**config.mk**
```make
export PLATFORM = sky130hd
export DESIGN_NAME = midi_running_status_event_parser
export DESIGN_NICKNAME = d
export VERILOG_FILES = /design/src/hw/rtl/msep_pkg.sv /design/src/hw/rtl/midi_running_status_event_parser.sv /design/src/hw/rtl/msep_in_stage.sv /design/src/hw/rtl/msep_parser.sv
export SDC_FILE = /design/constraint.sdc
export NUM_CORES = 1
export LEC_CHECK = 0
export CAP_MARGIN = 10
export CORE_ASPECT_RATIO = 0.5
export CORE_MARGIN = 3
export CORE_UTILIZATION = 55
export DETAILED_ROUTE_END_ITERATION = 6
export DONT_BUFFER_PORTS = 1
export PLACE_DENSITY_LB_ADDON = 0.25
export SLEW_MARGIN = 15
export SYNTH_ARGS = -nofsm -noshare
export SYNTH_HDL_FRONTEND = slang
export SYNTH_SLANG_ARGS = --single-unit
```
**constraint.sdc**
```tcl
create_clock -name clk -period 11 [get_ports clk]
set_input_delay 1.65 -clock clk [delete_from_list [all_inputs] [get_ports clk]]
set_output_delay 1.65 -clock clk [all_outputs]
set_load 0.03 [all_outputs]
```
**src/hw/rtl/msep_pkg.sv**
```systemverilog
// shared types and constants for the sequence track event parser
// no dependencies; imported by every module of the block
`timescale 1ns / 1ps

package msep_pkg;

	// event kinds carried on the result word
	localparam logic [3:0] KIND_NOTE_OFF     = 4'd0;
	localparam logic [3:0] KIND_NOTE_DUR     = 4'd1;
	localparam logic [3:0] KIND_KEY_PRESS    = 4'd2;
	localparam logic [3:0] KIND_CTRL         = 4'd3;
	localparam logic [3:0] KIND_PROG         = 4'd4;
	localparam logic [3:0] KIND_CHAN_PRESS   = 4'd5;
	localparam logic [3:0] KIND_BEND         = 4'd6;
	localparam logic [3:0] KIND_LOOP_END     = 4'd7;
	localparam logic [3:0] KIND_LOOP_START   = 4'd8;
	localparam logic [3:0] KIND_END          = 4'd9;
	localparam logic [3:0] KIND_TEMPO        = 4'd10;
	localparam logic [3:0] KIND_META         = 4'd11;
	localparam logic [3:0] KIND_SYS          = 4'd12;
	localparam logic [3:0] KIND_END_NO_DATA  = 4'd13;

	// meta types with special handling
	localparam logic [7:0] META_LOOP_END   = 8'h2D;
	localparam logic [7:0] META_LOOP_START = 8'h2E;
	localparam logic [7:0] META_END        = 8'h2F;
	localparam logic [7:0] META_TEMPO      = 8'h51;
	localparam logic [7:0] STATUS_META     = 8'hFF;

	localparam logic [15:0] COUNT_MAX = 16'hFFFF;

	typedef struct packed {
		logic [3:0]  kind;
		logic [3:0]  channel;
		logic [7:0]  first_data;
		logic [7:0]  second_data;
		logic [31:0] value;
		logic [31:0] delta_time;
		logic [15:0] event_length;
	} event_t;

	typedef struct packed {
		logic       valid;
		logic [7:0] data_byte;
		logic       past_end;
	} item_t;

endpackage

```
**src/hw/rtl/midi_running_status_event_parser.sv**
```systemverilog
// top level: input register, byte parser and registered event output
// depends on msep_pkg, msep_in_stage, msep_parser
// a byte that closes an event is held in the input register, then registered as its word
// throughput: one byte per cycle while the output register is free to take a word
// a word held on the output still lets one more byte enter the input register
// reset (arst_n low) clears the parse state and empties both registers
`timescale 1ns / 1ps

module midi_running_status_event_parser
	import msep_pkg::*;
(
	input  logic        clk,
	input  logic        arst_n,
	input  logic        item_valid,
	output logic        item_stall,
	input  logic [7:0]  data_byte,
	input  logic        past_end,
	output logic        event_valid,
	input  logic        event_stall,
	output logic [3:0]  event_kind,
	output logic [3:0]  channel,
	output logic [7:0]  first_data,
	output logic [7:0]  second_data,
	output logic [31:0] value,
	output logic [31:0] delta_time,
	output logic [15:0] event_length
);

	item_t  item_s1;
	logic   out_free;
	logic   advance;
	logic   ev_valid;
	event_t ev;
	logic   out_valid_q;
	event_t out_q;

	assign out_free = !out_valid_q || !event_stall;
	assign advance  = item_s1.valid && out_free;

	msep_in_stage u_in_stage (
		.clk        (clk),
		.arst_n     (arst_n),
		.item_valid (item_valid),
		.item_stall (item_stall),
		.data_byte  (data_byte),
		.past_end   (past_end),
		.advance    (advance),
		.item_s1    (item_s1)
	);

	msep_parser u_parser (
		.clk       (clk),
		.arst_n    (arst_n),
		.step      (advance),
		.data_byte (item_s1.data_byte),
		.past_end  (item_s1.past_end),
		.ev_valid  (ev_valid),
		.ev        (ev)
	);

	always_ff @(posedge clk or negedge arst_n) begin
		if (!arst_n) begin
			out_valid_q <= 1'b0;
		end else if (out_free) begin
			out_valid_q <= advance && ev_valid;
		end
	end

	always_ff @(posedge clk) begin
		if (advance && ev_valid) begin
			out_q <= ev;
		end
	end

	assign event_valid  = out_valid_q;
	assign event_kind   = out_q.kind;
	assign channel      = out_q.channel;
	assign first_data   = out_q.first_data;
	assign second_data  = out_q.second_data;
	assign value        = out_q.value;
	assign delta_time   = out_q.delta_time;
	assign event_length = out_q.event_length;

endmodule

```
**src/hw/rtl/msep_in_stage.sv**
```systemverilog
// input register stage: holds one accepted byte until the parser takes it
// depends on msep_pkg
`timescale 1ns / 1ps

module msep_in_stage
	import msep_pkg::*;
(
	input  logic       clk,
	input  logic       arst_n,
	input  logic       item_valid,
	output logic       item_stall,
	input  logic [7:0] data_byte,
	input  logic       past_end,
	input  logic       advance,
	output item_t      item_s1
);

	logic       valid_s1;
	logic [7:0] byte_s1;
	logic       pe_s1;
	logic       take;

	// the stage is free when empty or being drained this cycle
	assign item_stall = valid_s1 && !advance;
	assign take = item_valid && !item_stall;

	always_ff @(posedge clk or negedge arst_n) begin
		if (!arst_n) begin
			valid_s1 <= 1'b0;
		end else if (take) begin
			valid_s1 <= 1'b1;
		end else if (advance) begin
			valid_s1 <= 1'b0;
		end
	end

	always_ff @(posedge clk) begin
		if (take) begin
			byte_s1 <= data_byte;
			pe_s1   <= past_end;
		end
	end

	assign item_s1 = '{valid: valid_s1, data_byte: byte_s1, past_end: pe_s1};

endmodule

```
**src/hw/rtl/msep_parser.sv**
```systemverilog
// parse state and per-byte decode; gives at most one event per byte
// depends on msep_pkg
`timescale 1ns / 1ps

module msep_parser
	import msep_pkg::*;
(
	input  logic       clk,
	input  logic       arst_n,
	input  logic       step,
	input  logic [7:0] data_byte,
	input  logic       past_end,
	output logic       ev_valid,
	output event_t     ev
);

	localparam logic [2:0] PH_DELTA  = 3'd0;
	localparam logic [2:0] PH_STATUS = 3'd1;
	localparam logic [2:0] PH_FIRST  = 3'd2;
	localparam logic [2:0] PH_SECOND = 3'd3;
	localparam logic [2:0] PH_DUR    = 3'd4;
	localparam logic [2:0] PH_SKIP   = 3'd5;
	localparam logic [2:0] PH_TEMPO  = 3'd6;

	logic [2:0]  phase_q, phase_n;
	logic [7:0]  rs_q, rs_n;
	logic [3:0]  chan_q, chan_n;
	logic [31:0] delta_q, delta_n;
	logic [31:0] val_q, val_n;
	logic [7:0]  first_q, first_n;
	logic [7:0]  second_q, second_n;
	logic [7:0]  meta_q, meta_n;
	logic [2:0]  skip_q, skip_n;
	logic [15:0] count_q, count_n;
	logic        ended_q, ended_n;

	logic [7:0]  b;
	logic        give;
	logic        do_first;
	logic [3:0]  g_kind;
	logic [7:0]  g_first;
	logic [7:0]  g_second;
	logic [31:0] g_val;
	logic [15:0] g_len;
	logic [2:0]  skip_dec;

	assign b = past_end ? 8'h00 : data_byte;
	assign skip_dec = (skip_q != 3'd0) ? skip_q - 3'd1 : 3'd0;

	always_comb begin
		phase_n  = phase_q;
		rs_n     = rs_q;
		chan_n   = chan_q;
		delta_n  = delta_q;
		val_n    = val_q;
		first_n  = first_q;
		second_n = second_q;
		meta_n   = meta_q;
		skip_n   = skip_q;
		count_n  = count_q;
		ended_n  = ended_q;
		give     = 1'b0;
		do_first = 1'b0;
		g_kind   = KIND_NOTE_OFF;
		g_first  = 8'h00;
		g_second = 8'h00;
		g_val    = 32'd0;
		g_len    = 16'd0;

		if (ended_q) begin
			// track over: bytes are dropped
		end else if (phase_q == PH_DELTA && count_q == 16'd0 && past_end) begin
			give    = 1'b1;
			g_kind  = KIND_END_NO_DATA;
			ended_n = 1'b1;
		end else begin
			if (count_q != COUNT_MAX) begin
				count_n = count_q + 16'd1;
			end
			case (phase_q)
				PH_DELTA: begin
					delta_n = {delta_q[24:0], b[6:0]};
					if (!b[7]) begin
						phase_n = PH_STATUS;
					end
				end
				PH_STATUS: begin
					if (!b[7]) begin
						if (rs_q == 8'h00) begin
							// data byte with no running status ends the track
							give    = 1'b1;
							g_kind  = KIND_END;
							ended_n = 1'b1;
						end else begin
							do_first = 1'b1;
						end
					end else begin
						rs_n = b;
						if (b inside {[8'h80:8'hEF]}) begin
							chan_n = b[3:0];
						end
						if (b[7:4] == 4'hF && b != STATUS_META) begin
							give   = 1'b1;
							g_kind = KIND_SYS;
							g_len  = count_n;
						end else begin
							phase_n = PH_FIRST;
						end
					end
				end
				PH_FIRST: begin
					do_first = 1'b1;
				end
				PH_SECOND: begin
					second_n = b;
					g_first  = first_q;
					g_second = b;
					g_len    = count_n;
					case (rs_q[7:4])
						4'h9: begin
							val_n   = 32'd0;
							phase_n = PH_DUR;
						end
						4'h8: begin
							give   = 1'b1;
							g_kind = KIND_NOTE_OFF;
						end
						4'hA: begin
							give   = 1'b1;
							g_kind = KIND_KEY_PRESS;
						end
						4'hB: begin
							give   = 1'b1;
							g_kind = KIND_CTRL;
						end
						default: begin
							give   = 1'b1;
							g_kind = KIND_BEND;
						end
					endcase
				end
				PH_DUR: begin
					val_n = {val_q[24:0], b[6:0]};
					if (!b[7]) begin
						give    = 1'b1;
						g_first = first_q;
						g_len   = count_n;
						// zero velocity turns the note into a note off
						if (second_q == 8'h00) begin
							g_kind = KIND_NOTE_OFF;
						end else begin
							g_kind   = KIND_NOTE_DUR;
							g_second = second_q;
							g_val    = val_n;
						end
					end
				end
				PH_SKIP: begin
					skip_n = skip_dec;
					if (skip_dec == 3'd0) begin
						give    = 1'b1;
						g_kind  = (meta_q == META_LOOP_END) ? KIND_LOOP_END : KIND_LOOP_START;
						g_first = meta_q;
						g_len   = count_n;
					end
				end
				PH_TEMPO: begin
					val_n  = {8'h00, val_q[15:0], b};
					skip_n = skip_dec;
					if (skip_dec == 3'd0) begin
						give    = 1'b1;
						g_kind  = KIND_TEMPO;
						g_first = meta_q;
						g_val   = val_n;
						g_len   = count_n;
					end
				end
				default: begin
					phase_n = PH_DELTA;
				end
			endcase

			// first data byte, or meta type under meta status
			if (do_first) begin
				first_n = b;
				g_first = b;
				g_len   = count_n;
				case (rs_q[7:4])
					4'hC: begin
						give   = 1'b1;
						g_kind = KIND_PROG;
					end
					4'hD: begin
						give   = 1'b1;
						g_kind = KIND_CHAN_PRESS;
					end
					4'hF: begin
						if (rs_q != STATUS_META) begin
							give    = 1'b1;
							g_kind  = KIND_SYS;
							g_first = 8'h00;
						end else begin
							meta_n = b;
							case (b)
								META_LOOP_END: begin
									skip_n  = 3'd6;
									phase_n = PH_SKIP;
								end
								META_LOOP_START: begin
									skip_n  = 3'd2;
									phase_n = PH_SKIP;
								end
								META_TEMPO: begin
									skip_n  = 3'd3;
									val_n   = 32'd0;
									phase_n = PH_TEMPO;
								end
								META_END: begin
									give    = 1'b1;
									g_kind  = KIND_END;
									ended_n = 1'b1;
								end
								default: begin
									give   = 1'b1;
									g_kind = KIND_META;
								end
							endcase
						end
					end
					default: begin
						phase_n = PH_SECOND;
					end
				endcase
			end
		end

		// an event closes: per-event state starts over
		if (give) begin
			phase_n  = PH_DELTA;
			delta_n  = 32'd0;
			val_n    = 32'd0;
			first_n  = 8'h00;
			second_n = 8'h00;
			skip_n   = 3'd0;
			count_n  = 16'd0;
		end
	end

	always_ff @(posedge clk or negedge arst_n) begin
		if (!arst_n) begin
			phase_q  <= PH_DELTA;
			rs_q     <= 8'h00;
			chan_q   <= 4'h0;
			delta_q  <= 32'd0;
			val_q    <= 32'd0;
			first_q  <= 8'h00;
			second_q <= 8'h00;
			meta_q   <= 8'h00;
			skip_q   <= 3'd0;
			count_q  <= 16'd0;
			ended_q  <= 1'b0;
		end else if (step) begin
			phase_q  <= phase_n;
			rs_q     <= rs_n;
			chan_q   <= chan_n;
			delta_q  <= delta_n;
			val_q    <= val_n;
			first_q  <= first_n;
			second_q <= second_n;
			meta_q   <= meta_n;
			skip_q   <= skip_n;
			count_q  <= count_n;
			ended_q  <= ended_n;
		end
	end

	assign ev_valid = give;
	assign ev = '{
		kind:         g_kind,
		channel:      chan_n,
		first_data:   g_first,
		second_data:  g_second,
		value:        g_val,
		delta_time:   delta_q,
		event_length: g_len
	};

endmodule
```
==> flow_summary.yaml <==
synth:
  synth_edf_count: 113
  netlist_instances: 846
  ys_top_cells_by_count: "dfrtp_1, edfxtp_1, nand2_1"
  synth.area.top_cells: "edfxtp_1, dfrtp_1, a22o_1, a22oi_1, nand2_1"
  ys_ff_latch: 231
  ys_seq_area_share_pct: 62.55
  synthesis.nets: 863
  synth_top_cell_by_area: "edfxtp_1"
  synth_top_area_share_pct: 33.44
  synth.most_common_cell: "dfrtp_1"
  synth_area_um2: 10150
  avgSynthCellArea_um2: 11.99
  synth_warnings: 0
  ys_types: 68
  synthArstFlopShare_pct: 51.08
  synthFlopType: "dfrtp_1"
cts:
  postCtsSetupRepairBufs: 0
  cts_root_buf: "clkbuf_16"
  clk_path_buf_depth: 3
  cts_tree: "done"
  cts.sinks: 231
  cts_resized: 0
  clkLatencyLatePin_ns: 0.50
  ctsHtreeMaxLevel: 1
  path_clk_slew_ns: 0.07
  cts-buffers-inserted: 21
  holdBufCountCts: 0
power:
  leakagePower_uw: 0.004030
  fin_total_pwr_uw: 2431
  pwr_density_cell_nw_per_um2: 221.8
  vdd_ir_drop_max_mv: 0.1059
sta:
  finalHoldViolations: 0
  period_share_pct: 39.88
  fin_worst_skew_ns: 0.01385
  rsz0062_at_grt: "no"
  max_freq_ghz: 0.2280
  period_needed_ns: 4.387
  setup_viol: 0
  maxSlewViolCount: 0
  worst_pin_slew_ns: 1.192
  max-slew-margin-rel_pct: 20.30
  whs_ns: 0.4542
  finalSetupTns_ns: 0
die:
  initial_utilization_pct: 57.19
  chipHeight_um: 102.0
  fp.dieW_um: 198.1
  ios: 119
  dieArea_um2: 20210
  core_area_um2: 17740
  fp-row-count: 34
grt:
  grt.overflow.total: 0
  antenna_found_initial: 3
  grt_max_degree: 119
  grt_pass1_vias: 6576
  grt_pass1_wl_um: 37790
  grt_use_total_pct: 23.80
hold_path:
  min_path_cells: 0
  hold_start: "u_parser.delta_q[30]$_DFFE_PN0P_"
  hold_class: "register to register"
placement:
  io_buffer_count: 0
  dpl.hpwl_um: 15870
  gp_congestion: 0.9367
final_layout:
  final_layout_size_suffix_gt1_share_pct: 8.343
  area_growth_pct: 8.016
  nNetsFinal: 841
  antenna_cells: 0
worst_setup_path:
  crit_type: "register to register"
  cp-end-kind: "register"
  cp.required_ns: 11.38
  cp_top_family: "simple AND/OR/NAND/NOR gates"
  worst-path-buf-inv: 0
  cp_cell_sequence: "nor2b_1 -> nand4_1 -> nor4_4 -> nand4b_1 -> nand3_1 -> o32ai_1"
  worst-path-max-fanout: 27
  crit_start: "u_in_stage.pe_s1$_DFFE_PP_"
  r2r-start: "u_in_stage.pe_s1$_DFFE_PP_"
  cp.depth: 6
  critPathSlowestCell: "nand3_1"
  ff2ff_path_depth: 6
  crit_arrival_ns: 4.77
  cpPeakStageDelay_ns: 1.02
  cp-start-kind: "register"
flow_run:
  cap_viol_max_count: 0
route:
  wl_per_cell_um: 22.05
  vias_per_cell: 6.527
  drt_first_pass_iters: 5
  drc: 0
  ant_nets: 0
  drt_iter0_drc: 616
  via_count: 7003
  totalWireLength_um: 23660
status:
  status: "finished, final reports clean"
[path summary, 6_finish.rpt]
path	endpoint	slack, ns
max	u_parser.count_q[1]$_DFFE_PN0P_	6.61
min	delta_time[30]$_DFFE_PP_	0.45
max reg2reg	u_parser.count_q[1]$_DFFE_PN0P_	6.61
min reg2reg	delta_time[30]$_DFFE_PP_	0.45
max in group asynchronous	u_parser.rs_q[3]$_DFFE_PN0P_	9.91
min in group asynchronous	u_parser.count_q[12]$_DFFE_PN0P_	0.84
[metal layers]
layer	GRT usage, %	vias up	wire, µm
met5	0	-	38
met4	4.074	6	324
met3	5.567	36	2044
met2	36.10	334	10480
met1	35.97	3465	10770
li1	-	3162	-
[where the power goes]
part	internal, µW	switching [µW]	total [µW]
registers	1050	165	1220
clock network	430	310	740
logic	174	299	473
[layout by cell type, fill, tap and decap left out, drive strengths merged, types with 13 or more instances in the layout]
| cell | synthesis | routed |
|---|---|---|
| a21oi | 30 | 30 |
| edfxtp | 113 | 113 |
| a22oi | 34 | 34 |
| o31ai | 16 | 16 |
| inv | 28 | 29 |
| nor3 | 17 | 17 |
| o22ai | 15 | 15 |
| and3 | 13 | 13 |
| nor2 | 64 | 64 |
| a31oi | 13 | 13 |
| o21ai | 38 | 38 |
| a22o | 35 | 35 |
| buf | 28 | 13 |
| o2bb2ai | 17 | 17 |
| nor4 | 15 | 15 |
| nand3 | 24 | 24 |
| nand2b | 14 | 14 |
| clkbuf | 30 | 30 |
| dfrtp | 118 | 118 |
| nand2 | 69 | 69 |
[registers in the layout (all words and copies together) (netlist names)]
name / flops
u_parser.rs_q: 8
u_parser.val_q: 25
u_parser.phase_q: 3
u_parser.second_q: 8
u_in_stage.byte_s1: 8
delta_time: 32
value: 32
u_parser.delta_q: 32
u_parser.chan_q: 4
u_parser.count_q: 16
u_in_stage.valid_s1: 1
u_parser.meta_q: 8
event_kind: 4
event_length: 16
channel: 4
second_data: 8
u_parser.skip_q: 3
first_data: 8
event_valid: 1
u_parser.first_q: 8
u_in_stage.pe_s1: 1
u_parser.ended_q: 1
[cells by family (layout without fill, tap and decap cells)]
| group | Yosys count | after routing | share of synthesized area (%) |
|---|---|---|---|
| AND/OR/NAND/NOR | 277 | 277 | 14.58 |
| XOR/XNOR | 12 | 12 | 1.036 |
| buffers and inverters | 86 | 79 | 3.934 |
| multiplexers | 7 | 7 | 0.7522 |
| adder cells (fa/ha/maj) | 4 | 4 | 0.4933 |
| flip-flops | 231 | 231 | 62.55 |
| AO/OA/AOI/OAI | 229 | 229 | 16.66 |
[worst register-to-register path, stage by stage, from the launching register on]
cell      delay (ns)
edfxtp_1        0.64
nor2b_1         0.54
nand4_1         0.32
nor4_4          0.43
nand4b_1        0.72
nand3_1         1.03
o32ai_1         0.61
[per-stage QoR]
step           utilization (%)  setup slack [ns]  instances  area (µm²)
2_1_floorplan                -             3.554        846       10150
3_3_place_gp             57.84             6.655       1035       10260
3_5_place_dp             57.84             6.522       1035       10260
4_1_cts                  61.78             6.679       1073       10960
5_1_grt                  61.78             6.338       1073       10960
6_report                 61.78             6.613       1073       10960
[final cells by class]
| class | count | area [µm²] |
|---|---|---|
| repair buffers | 13 | 97.59 |
| clock inverters | 8 | 98.84 |
| inverters | 28 | 105.1 |
| clock buffers | 30 | 600.6 |
| fillers | 1410 | 6780 |
| flip-flops and latches | 231 | 6346 |
| multi-input cells | 529 | 3418 |
| well taps | 234 | 292.8 |
No activity file was read; power rests on OpenSTA's default activity.
